File: config.mk
export PLATFORM = sky130hd
export DESIGN_NAME = rsi_div_cell
export DESIGN_NICKNAME = d
export VERILOG_FILES = /design/src/rtl/core/rsi_pkg.sv /design/src/rtl/core/rsi_div_cell.sv
export SDC_FILE = /design/constraint.sdc
export NUM_CORES = 1
export LEC_CHECK = 0
export ABC_AREA = 1
export BUFFER_PORTS_ARGS = -buffer_cell sky130_fd_sc_hd__clkbuf_2
export CAP_MARGIN = 5
export CORE_ASPECT_RATIO = 2
export CORE_MARGIN = 4
export CORE_UTILIZATION = 53
export CTS_CLUSTER_DIAMETER = 100
export DETAILED_ROUTE_END_ITERATION = 10
export GPL_ROUTABILITY_DRIVEN = 0
export PLACE_DENSITY = 0.93
export SKIP_CTS_REPAIR_TIMING = 1
export SYNTH_ARGS = -nofsm -noshare
export SYNTH_HDL_FRONTEND = slang
export SYNTH_SLANG_ARGS = --single-unit
File: constraint.sdc
create_clock -name clk -period 3.3 [get_ports clk]
set_input_delay 0.99 -clock clk [delete_from_list [all_inputs] [get_ports clk]]
set_output_delay 0.99 -clock clk [all_outputs]
set_load 0.05 [all_outputs]
File: src/rtl/core/rsi_pkg.sv
// shared widths and sideband types for the ray-sphere intersection pipeline
// used by the square-root cells, the divider cells and the top level
`default_nettype none

package rsi_pkg;

  localparam int unsigned COORD_W = 32;
  localparam int unsigned RAD_W   = 31;
  localparam int unsigned T_W     = 31;

  localparam int unsigned BM_W    = 65;
  localparam int unsigned L2_W    = 66;
  localparam int unsigned DD_W    = 64;
  localparam int unsigned PQ_W    = 130;
  localparam int unsigned DISC_W  = 132;
  localparam int unsigned ROOT_W  = DISC_W / 2;
  localparam int unsigned SREM_W  = ROOT_W + 2;
  localparam int unsigned N_W     = ROOT_W + 1;
  localparam int unsigned DREM_W  = DD_W;

  typedef struct packed {
    logic            hit;
    logic            in_sphere;
    logic            bneg;
    logic [BM_W-1:0] bm;
    logic [DD_W-1:0] dd;
  } sq_side_t;

  typedef struct packed {
    logic hit;
    logic in_sphere;
    logic sat;
  } dv_side_t;

endpackage

`default_nettype wire

File: src/rtl/core/rsi_div_cell.sv
// one restoring divider cell: one numerator bit in, one quotient bit out
// depends on rsi_pkg
`default_nettype none

module rsi_div_cell (
  input  wire logic                        clk,
  input  wire logic                        en,
  input  wire logic [rsi_pkg::DREM_W-1:0]  rem_in,
  input  wire logic [rsi_pkg::T_W-1:0]     lo_in,
  input  wire logic [rsi_pkg::T_W-1:0]     quo_in,
  input  wire logic [rsi_pkg::DD_W-1:0]    dd_in,
  output logic      [rsi_pkg::DREM_W-1:0]  rem_out,
  output logic      [rsi_pkg::T_W-1:0]     lo_out,
  output logic      [rsi_pkg::T_W-1:0]     quo_out,
  output logic      [rsi_pkg::DD_W-1:0]    dd_out
);

  logic [rsi_pkg::DREM_W:0] shifted;
  logic                     ge;

  always_comb begin
    shifted = {rem_in, lo_in[rsi_pkg::T_W-1]};
    ge      = shifted >= {1'b0, dd_in};
  end

  always_ff @(posedge clk) begin
    if (en) begin
      rem_out <= ge ? rsi_pkg::DREM_W'(shifted - {1'b0, dd_in})
                    : rsi_pkg::DREM_W'(shifted);
      lo_out  <= {lo_in[rsi_pkg::T_W-2:0], 1'b0};
      quo_out <= {quo_in[rsi_pkg::T_W-2:0], ge};
      dd_out  <= dd_in;
    end
  end

endmodule

`default_nettype wire

==> flow_summary.yaml <==
run_status:
  status: "complete, no violations"
logic_synthesis:
  yosysUniqueCellTypes: 36
  synth.avg_cell_area_um2: 7.32
  yosys.area.top_type: "edfxtp_1"
  synthArstFlopShare_pct: 0
  ys_warn_count: 0
  yosys.area.top_type_share_pct: 43.8
  synth.area.top_cells: "edfxtp_1 44%, nand2_1 20%, inv_1 11%, ha_1 6.2%, nand3_1 5.4%"
  ys_ff_latch: 189
  synth_area_mm2: 0.0130
  postSynthCellCount: 1771
  synth_nets: 2028
  ys.flop_type: "edfxtp_1"
  synth_edf_count: 189
  yosysSeqAreaShare_pct: 43.8
floorplan:
  rows: 80
  boundaryPins: 382
  die_w_um: 119
  coreArea_mm2: 0.0240
  die_area_mm2: 0.0272
  die_h_um: 229
  start_util_pct: 53.9
drt:
  viasPerCell: 5.33
  drc_errors: 0
  first_pass_iters: 6
  ant_nets: 0
  drtIter0Drc: 974
  via_count: 13304
  wirelength_um: 46100
  wl_per_cell_um: 18.5
power_and_ir_drop:
  p_leak_uw: 0.00903
  power.density_mw_per_mm2: 487
  ir_drop_v: 0.000246
  total_power_uw: 7830
timing:
  slew_viol_final: 0
  setup_slack_ns: 0.198
  finalHoldViolations: 0
  period_minus_slack_ns: 3.10
  max_freq_mhz: 322
  whs_ns: 0.715
  final.period_utilization_pct: 94.0
  tightest_slew_ns: 0.625
  timing.slew.headroom_pct: 58.3
  setup_violations: 0
  rsz0062_at_grt: "no"
layout:
  utilization_pct: 66.9
  fin_nets: 2450
  seq_area_mm2: 0.00568
  multi_input_area_mm2: 0.00563
  drive_gt1_share_pct: 23.8
  areaGrowthSynthToFinish_pct: 24.0
  stdcell_area_mm2: 0.0161
  final.fill_count: 2023
run:
  cap_viol_max_count: 0
global_route:
  antenna_found_initial: 1
  grt_pass1_vias: 13074
  globalRouteTotalUtil_pct: 33.4
  grt_max_degree: 65
  grt_pass1_wl_um: 68800
  grt.overflow.total: 0
placed_design:
  place_area_mm2: 0.0155
  dpl_worst_slack_ns: -0.0455
  hpwl_um: 37300
  numPortBuffers: 379
critical_path:
  crit_type: "input port to flop"
  cp.required_ns: 3.61
  critPathMaxFanout: 23
  cpPeakStageDelay_ns: 0.40
  cp_cell_sequence: "clkbuf_2, inv_1, ha_1, nand2_1, nor3_1, nand4_1, nor2_1, nand2_1, nand3_2, nor2_4, nand2_4, buf_12, nand3_1, nand2_1"
  crit_arrival_ns: 3.41
  cpMaxStageDelayCell: "nor3_1"
  crit_path_start_kind: "input port"
  crit_path_frequent_cell: "nand2_1"
  cp-end-kind: "flop"
hold_path:
  hold_path_class: "input port to flop"
clocking:
  cts_buffers: 17
  clockBufferDepth: 2
  cts_root_buf: "clkbuf_16"
  clkTransAtPathRegs_ns: 0.07
  clock_sinks: 189
  cts_tree: "yes"
  h-tree-depth: 4
==> report_power, final <==
part,leakage [uW],internal (uW),switching [uW],total (uW)
Sequential,0.00185,2950,68.6,3020
Combinational,0.00691,722,2090,2810
Clock,0.000273,1010,995,2010
==> final cells by class <==
cell class	count	share of cell area (%)
diodes	1	0.0156
clock buffers	18	2.67
clock inverters	14	0.911
inverters	401	9.37
multi-input cells	1161	35.0
flip-flops and latches	189	35.3
well taps	287	2.23
repair buffers	423	14.4
==> critical path: cells and delay by family <==
| kind | cells | cell delay, ns |
|---|---|---|
| fa+ha+maj | 1 | 0.35 |
| simple gates | 10 | 1.74 |
| buf+inv | 3 | 0.33 |
==> layout by cell type, fill, tap and decap left out, drive strengths merged <==
master and n:
nor3 9, and3 3, a21oi 45, xor2 30, nor4 5, clkinvlp 3
nand2 706, xnor2 1, o21ai 7, nor2 119, diode 1, and2 2
ha 64, nand3b 16, a21o 1, inv 408, edfxtp 189, or2 1
nand3 142, buf 45, conb 1, clkbuf 396, fa 1, clkinv 4
nand4 7, a21boi 1
==> through the flow <==
stage / TNS [ns] / std cells
after CTS: 0 / 2493
after global routing: 0 / 2494
after floorplan: 0 / 1771
after global placement: 0 / 2461
final: 0 / 2494
after detailed placement: -0.577 / 2461
==> final timing paths <==
kind | cells after the start | slack, ns | from | end
min | 1 | 0.71 | lo_in[19] | lo_out[20]
max | 14 | 0.20 | dd_in[3] | rem_out[35]
==> logic make-up (layout without fill, tap and decap cells) <==
| family | after synthesis | in the layout | share of synthesized area [%] |
|---|---|---|---|
| simple gates | 1010 | 1010 | 32.8 |
| other cells | 1 | 2 | 0.0289 |
| compound gates | 54 | 54 | 2.15 |
| xor+xnor | 31 | 31 | 2.10 |
| fa+ha+maj | 65 | 65 | 6.34 |
| flops | 189 | 189 | 43.8 |
| buf+inv | 421 | 856 | 12.7 |
==> Yosys cell counts, types with 4 or more instances <==
cell type	number
a21oi_1	44
buf_2	5
clkbuf_1	8
edfxtp_1	189
ha_1	64
inv_1	381
inv_2	19
nand2_1	678
nand2_2	25
nand3_1	140
nand3b_1	16
nand4_1	7
nor2_1	99
nor2_2	16
nor2_4	4
nor3_1	8
nor4_1	5
o21ai_0	7
xor2_1	30
==> registers in the layout, indices dropped and copies added, names as in the netlist <==
register / count
dd_out: 64
rem_out: 64
quo_out: 31
lo_out: 30
==> metal layers <==
layer  global-route usage, %  share of wire [%]  routed length (um)  vias to the layer above
met5                       0                  0                   0                        -
met4                    28.3                9.9                4560                        0
met2                    63.2                 53               24600                      752
met1                    29.0                 29               13500                     5975
li1                        -                  -                   -                     6322
met3                    6.86                7.7                3540                      255
No activity file was read; power rests on OpenSTA's default activity.
