===== config.mk =====
export PLATFORM = sky130hd
export DESIGN_NAME = rsi_sqrt_cell
export DESIGN_NICKNAME = d
export VERILOG_FILES = /design/src/rtl/core/rsi_pkg.sv /design/src/rtl/core/rsi_sqrt_cell.sv
export SDC_FILE = /design/constraint.sdc
export NUM_CORES = 1
export LEC_CHECK = 0
export BUFFER_PORTS_ARGS = -buffer_cell sky130_fd_sc_hd__buf_2
export CAP_MARGIN = 20
export CORE_AREA = 5 5 205 207
export CTS_BUF_LIST = sky130_fd_sc_hd__clkbuf_4 sky130_fd_sc_hd__clkbuf_8
export CTS_CLUSTER_DIAMETER = 200
export DETAILED_ROUTE_END_ITERATION = 10
export DIE_AREA = 0 0 210 212
export HOLD_SLACK_MARGIN = 0.08
export PLACE_DENSITY = 0.61
export SYNTH_ARGS = -nofsm -noshare
export SYNTH_HDL_FRONTEND = slang
export SYNTH_SLANG_ARGS = --single-unit

===== constraint.sdc =====
create_clock -name clk -period 5.6 [get_ports clk]
set_input_delay 1.68 -clock clk [delete_from_list [all_inputs] [get_ports clk]]
set_output_delay 1.68 -clock clk [all_outputs]
set_load 0.02 [all_outputs]

===== src/rtl/core/rsi_pkg.sv =====
// shared widths and sideband types for the ray-sphere intersection pipeline
// used by the square-root cells, the divider cells and the top level
`default_nettype none

package rsi_pkg;

  localparam int unsigned COORD_W = 32;
  localparam int unsigned RAD_W   = 31;
  localparam int unsigned T_W     = 31;

  localparam int unsigned BM_W    = 65;
  localparam int unsigned L2_W    = 66;
  localparam int unsigned DD_W    = 64;
  localparam int unsigned PQ_W    = 130;
  localparam int unsigned DISC_W  = 132;
  localparam int unsigned ROOT_W  = DISC_W / 2;
  localparam int unsigned SREM_W  = ROOT_W + 2;
  localparam int unsigned N_W     = ROOT_W + 1;
  localparam int unsigned DREM_W  = DD_W;

  typedef struct packed {
    logic            hit;
    logic            in_sphere;
    logic            bneg;
    logic [BM_W-1:0] bm;
    logic [DD_W-1:0] dd;
  } sq_side_t;

  typedef struct packed {
    logic hit;
    logic in_sphere;
    logic sat;
  } dv_side_t;

endpackage

`default_nettype wire


===== src/rtl/core/rsi_sqrt_cell.sv =====
// one restoring square-root cell: two radicand bits in, one root bit out
// depends on rsi_pkg
`default_nettype none

module rsi_sqrt_cell (
  input  wire logic                        clk,
  input  wire logic                        en,
  input  wire logic [rsi_pkg::DISC_W-1:0]  rad_in,
  input  wire logic [rsi_pkg::SREM_W-1:0]  rem_in,
  input  wire logic [rsi_pkg::ROOT_W-1:0]  root_in,
  output logic      [rsi_pkg::DISC_W-1:0]  rad_out,
  output logic      [rsi_pkg::SREM_W-1:0]  rem_out,
  output logic      [rsi_pkg::ROOT_W-1:0]  root_out
);

  logic [rsi_pkg::SREM_W+1:0] shifted;
  logic [rsi_pkg::SREM_W+1:0] trial;
  logic                       ge;

  always_comb begin
    shifted = {rem_in, rad_in[rsi_pkg::DISC_W-1 -: 2]};
    trial   = {2'b00, root_in, 2'b01};
    ge      = shifted >= trial;
  end

  always_ff @(posedge clk) begin
    if (en) begin
      rad_out  <= {rad_in[rsi_pkg::DISC_W-3:0], 2'b00};
      rem_out  <= ge ? rsi_pkg::SREM_W'(shifted - trial) : rsi_pkg::SREM_W'(shifted);
      root_out <= {root_in[rsi_pkg::ROOT_W-2:0], ge};
    end
  end

endmodule

`default_nettype wire


==> results of run 1 <==
[cells by family after synthesis]
family	synth area share, %
adders and majority gates	6.46
DFF	60.2
and+or+nand+nor	9.54
xor gates and xnor gates	4.05
other	0.0285
buffers and inverters	4.66
AOI/OAI and AO/OA	14.8
muxes	0.256
[power groups by stage]
stage                     logic [µW]  clock network, µW  registers [µW]
after global placement          1310                  0            2510
final                           1300               1910            2470
after floorplan                  504                  0            2780
after CTS                       1320               1970            2480
after global routing            1410               2070            2490
after detailed placement        1310                  0            2510
[area by class of cell]
| type | instances | share of cell area, % |
|---|---|---|
| timing repair buffer | 547 | 16.2 |
| inverter | 92 | 1.99 |
| antenna | 2 | 0.0288 |
| sequential | 264 | 45.6 |
| clock inverter | 17 | 1.08 |
| tap | 532 | 3.83 |
| clock buffer | 67 | 4.58 |
| multi-input combinational | 710 | 26.7 |
[per-stage QoR]
stage / utilization [%] / worst slack, ps
5_1_grt: 43.3 / 474
6_report: 43.3 / 876
3_5_place_dp: 40.8 / 121
3_3_place_gp: 40.8 / 129
4_1_cts: 43.3 / 744
2_1_floorplan: - / 1160
[cells in the mapped netlist, types with 3 or more instances]
cell	n	area share (%)
xor2_1	27	1.8
buf_6	6	0.51
o21ai_1	6	0.23
a211o_1	3	0.20
buf_4	3	0.17
nand2_1	69	2.0
o21bai_1	16	0.91
edfxtp_1	264	60
nand2b_1	5	0.24
nor2_1	94	2.7
a31oi_1	14	0.66
a31o_2	3	0.20
a21oi_1	138	5.2
nor3_1	14	0.53
a21o_1	41	2.3
o21a_1	9	0.51
o221ai_1	3	0.20
mux2_1	3	0.26
inv_1	91	2.6
buf_2	14	0.53
and4_1	5	0.33
or4_1	3	0.17
xnor2_1	34	2.3
nand3_1	8	0.30
nor3b_1	6	0.34
nor4_1	7	0.33
a21boi_0	4	0.23
a211oi_1	5	0.28
o21ai_0	42	1.6
nand4_1	33	1.6
o211ai_1	7	0.40
clkbuf_1	29	0.83
and3_1	4	0.19
ha_1	68	6.5
[sequential cells by signal, indices dropped and copies added (netlist names)]
| signal | count |
|---|---|
| rad_out | 130 |
| rem_out | 68 |
| root_out | 66 |
[layer usage]
metal  routed length (µm)  GRT usage, %  up-vias  share of wire (%)
met2                23600          35.0      449                 52
met3                 3740          5.67       74                8.2
met4                 1360          6.28        6                3.0
met5                   44             0        -              0.097
met1                16700          21.4     5222                 37
li1                     -             -     5233                  -
[worst max-delay path by stage]
| stage | from | end | depth (start not counted) |
|---|---|---|---|
| floorplan | root_in[32] | rem_out[66]$_DFFE_PP_ | 13 |
| global placement | root_in[42] | rem_out[39]$_DFFE_PP_ | 14 |
| detailed placement | root_in[42] | rem_out[39]$_DFFE_PP_ | 14 |
| CTS | root_in[42] | rem_out[10]$_DFFE_PP_ | 16 |
| global route | root_in[42] | rem_out[10]$_DFFE_PP_ | 16 |
| finish | root_in[42] | rem_out[10]$_DFFE_PP_ | 15 |
==> flow_summary.toml, run 1 <==
[floorplanning]
die-area_um2 = 44500
row_count = 74
initial_core_util_pct = 32.8
coreArea_um2 = 40200
dieHeight_um = 212
io_pins = 534
dieWidth_um = 210

[placement]
dpl_cell_area_um2 = 16400
io_buffers = 531
dp_hpwl_um = 36600
gp_congestion = 0.872
placed_cells = 2145

[setup_path]
cp_cell_sequence = "buf_2 > inv_1 > ha_1 > nand4_1 > or4_1 > nor4_1 > nand4_1 > a31oi_1 > o21ai_0 > nand2_1 > nor2_2 > clkinv_2 > buf_4 > buf_4 > a21oi_1"
crit_family = "simple AND/OR/NAND/NOR gates"
worst-path-buf-inv = 5
startpoint_type = "input pin"
slowest_delay_ps = 690
cp_data_required_time_ps = 5930
crit_path_end_kind = "flop"
cpMaxStageDelayCell = "or4_1"
cp_max_fo = 23
cp.arrival_ps = 5050
worstSetupPathType = "in -> reg"

[power_and_ir_drop]
clock_power_share_pct = 33.6
power.internal_uw = 3980
powerDensity_nw_per_um2 = 327
seqPwrFrac_pct = 43.5
power_leakage_uw = 0.00772
p_sw_share_pct = 29.9
combPwrFrac_pct = 22.9
ir_worst_vdd_mv = 0.174
switching_power_uw = 1700
p_total_uw = 5690

[yosys]
synth_edf_count = 264
netlist_area_um2 = 13200
synth_seq_cells = 264
syn_inst = 1117
synthArstFlopShare_pct = 0
synthFlopType = "edfxtp_1"
synth.distinct_cells = 66
yosysWarnings = 0
yosysSeqAreaShare_pct = 60.2
avgSynthCellArea_um2 = 11.8

[clock_network]
path_clk_slew_ps = 60
cts_resized = 0
cts_tree = "done"
cts_buffers = 47
ctsHoldBuffers = 0
htreeDepth = 2
clk_path_buf_depth = 3
cts_setup_buffers = 0
cts_num_sinks = 264
cts_root_buf = "clkbuf_8"

[sta]
slew_headroom_pct = 50.4
tns_ps = 0
finalMaxSlewViolations = 0
rsz0062_at_grt = "false"
worstMarginPinSlew_ps = 744
fin_crit_ps = 4720
setup_viol = 0
period_share_pct = 84.4
finalHoldViolCount = 0
fmax_ghz = 0.212
whs_ps = 1260

[flow_run]
maxCapViolCount = 0

[cells_and_area]
layout_commonest_cell = "buf_2"
fillCellCount = 3883
final_cell_area_um2 = 17400
register_area_um2 = 7930
stdcell_count = 2231
multi_input_area_um2 = 4640
layout.cells.most_common_list = "buf_2, edfxtp_1, a21oi_1, nor2_1, inv_1"
fin_nets = 1998
drive_gt1_share_pct = 37.8
syn2layout_area_growth_pct = 32.0

[global_route]
grt_pass1_wl_um = 65300
grt_max_degree = 93
grtUsageTotal_pct = 19.1
overflow = 0
antenna_found_initial = 4
grt_pass1_vias = 10900

[route]
wl_um = 45500
routedWlPerCell_um = 20.4
vias = 11000
dr.pass1.iters = 5
drc_errors = 0
drt_iter0_markers = 637
ant_nets = 0
viasPerCell = 4.92

[run_status]
status = "finished clean"

[min_path]
hp-class = "in -> reg"
hold_end = "rad_out[41]$_DFFE_PP_"
min_delay_path_depth = 1
worstHoldStart = "rad_in[39]"
Power figures use the tool's default switching activity.
==> inputs of run 2 (changes only) <==
clock period = 4.6 ns   (was 5.6 ns; I/O delays follow)
==> run 2 against run 1 <==
  * Power grew 23%
  * Count of clock-buffer cells in the layout shrank 3
  * Core utilization grew 1.3 points
  * Non-clock buffer count grew 64
  * First-iteration DRC count shrank 3.5%
  * Largest cell class unchanged
  * Sequential share of layout area shrank 1.3 points
  * Global-route usage grew 0.29 points
  * Flip-flop and latch count is the same
  * Via count grew 1.3%
  * Worst setup slack lost 470 ps
  * Wire length grew 0.99%
  * Die area is the same
==> flow_summary.toml, run 2 (synthesis results as in run 1) <==
[run_status]
status = "finished clean"

[placement]
dp_hpwl_um = 37400
gp_congestion = 0.877
io_buffers = 531
placed_cells = 2209

[route]
routedWlPerCell_um = 20.0
ant_nets = 0
drt_iter0_markers = 615
dr.pass1.iters = 5
vias = 11100
wl_um = 46000
drc_errors = 0
viasPerCell = 4.84

[clock_network]
cts_setup_buffers = 0
ctsHoldBuffers = 0
cts_num_sinks = 264
cts_root_buf = "clkbuf_8"
cts_resized = 0
path_clk_slew_ps = 60
cts_buffers = 48
clk_path_buf_depth = 3
htreeDepth = 2
cts_tree = "done"

[global_route]
grt_max_degree = 91
grt_pass1_vias = 11400
grt_pass1_wl_um = 66600
overflow = 0
antenna_found_initial = 4
grtUsageTotal_pct = 19.4

[min_path]
min_delay_path_depth = 1
hold_end = "rad_out[131]$_DFFE_PP_"
hp-class = "in -> reg"
worstHoldStart = "rad_in[129]"

[cells_and_area]
fillCellCount = 3868
largest-register = "rad_out"
largest_reg_flops = 130
utilization_pct = 44.6
reg_top3 = "rad_out (130), rem_out (68), root_out (66)"
drive_gt1_share_pct = 40.0
layout.cells.most_common_list = "buf_2, edfxtp_1, a21oi_1, nor2_1, inv_1"
stdcell_count = 2297
layout_commonest_cell = "buf_2"
fin_nets = 2063
syn2layout_area_growth_pct = 35.9

[power_and_ir_drop]
switching_power_uw = 2110
seqPwrFrac_pct = 43.0
power.internal_uw = 4910
power_leakage_uw = 0.00804
powerDensity_nw_per_um2 = 392
p_sw_share_pct = 30.0
combPwrFrac_pct = 23.7
clock_power_share_pct = 33.4
ir_worst_vdd_mv = 0.220

[setup_path]
slowest_delay_ps = 710
crit_path_end_kind = "flop"
startpoint_type = "input pin"
cp_common_cell = "nand2_1"
cp.arrival_ps = 4530
cp.depth = 14
cp_data_required_time_ps = 4940
cpMaxStageDelayCell = "nor4_1"
crit_family = "simple AND/OR/NAND/NOR gates"
cp_cell_sequence = "buf_2 > inv_1 > ha_1 > and3_1 > nand2_1 > nor4_1 > nand4_1 > a31oi_1 > o21ai_0 > nand2_1 > nor2_2 > clkinv_2 > buf_12 > mux2_1"
worstSetupPathType = "in -> reg"
startpoint = "root_in[59]"
cp_max_fo = 22
worst-path-buf-inv = 4

[sta]
setup_viol = 0
whs_ps = 950
finalHoldViolCount = 0
slew_headroom_pct = 47.4
rsz0062_at_grt = "false"
fin_crit_ps = 4190
worstMarginPinSlew_ps = 781
fmax_ghz = 0.239
finalMaxSlewViolations = 0
period_share_pct = 91.1

[floorplanning]
coreArea_um2 = 40200
row_count = 74
dieWidth_um = 210
dieHeight_um = 212
initial_core_util_pct = 32.8
die-area_um2 = 44500
io_pins = 534

[flow_run]
maxCapViolCount = 0
[run 2: power by group through the flow]
| stage | logic, µW | registers [µW] | clock network (µW) |
|---|---|---|---|
| after detailed placement | 1670 | 3060 | 0 |
| after CTS | 1680 | 3020 | 2430 |
| after floorplan | 613 | 3380 | 0 |
| final | 1660 | 3010 | 2340 |
| after global routing | 1790 | 3040 | 2540 |
| after global placement | 1660 | 3060 | 0 |
[run 2: stage by stage]
stage          cell area (µm²)  total power [µW]  worst slack, ps  setup TNS, ps
2_1_floorplan            13200              4000              460              0
4_1_cts                  17900              7120              335              0
3_5_place_dp             16900              4730             -322         -12570
6_report                 17900              7020              410              0
5_1_grt                  17900              7360             98.4              0
3_3_place_gp             16900              4720             -467         -21120
[run 2: worst max-delay path by stage]
stage	endpoint	slack, ps
after floorplan	rem_out[66]$_DFFE_PP_	460
after global placement	rem_out[22]$_DFFE_PP_	-470
after detailed placement	rem_out[22]$_DFFE_PP_	-320
after CTS	rem_out[66]$_DFFE_PP_	340
after global routing	rem_out[66]$_DFFE_PP_	100
final	rem_out[39]$_DFFE_PP_	410
[run 2: final cells by class]
cell class                 count  area [µm²]  area share (%)
antenna                        2        5.00          0.0279
clock buffer                  64         787            4.39
clock inverter                22         219            1.22
inverter                      92         347            1.94
multi-input combinational    710        4640            25.9
sequential                   264        7930            44.3
tap                          532         666            3.72
timing repair buffer         611        3320            18.5
[run 2: metal layers]
metal	global-route usage (%)	part of all wire (%)	vias up
met5	0	0.028	-
met4	7.31	3.5	2
met3	4.87	6.8	76
met2	35.6	52	416
met1	21.9	38	5278
li1	-	-	5351
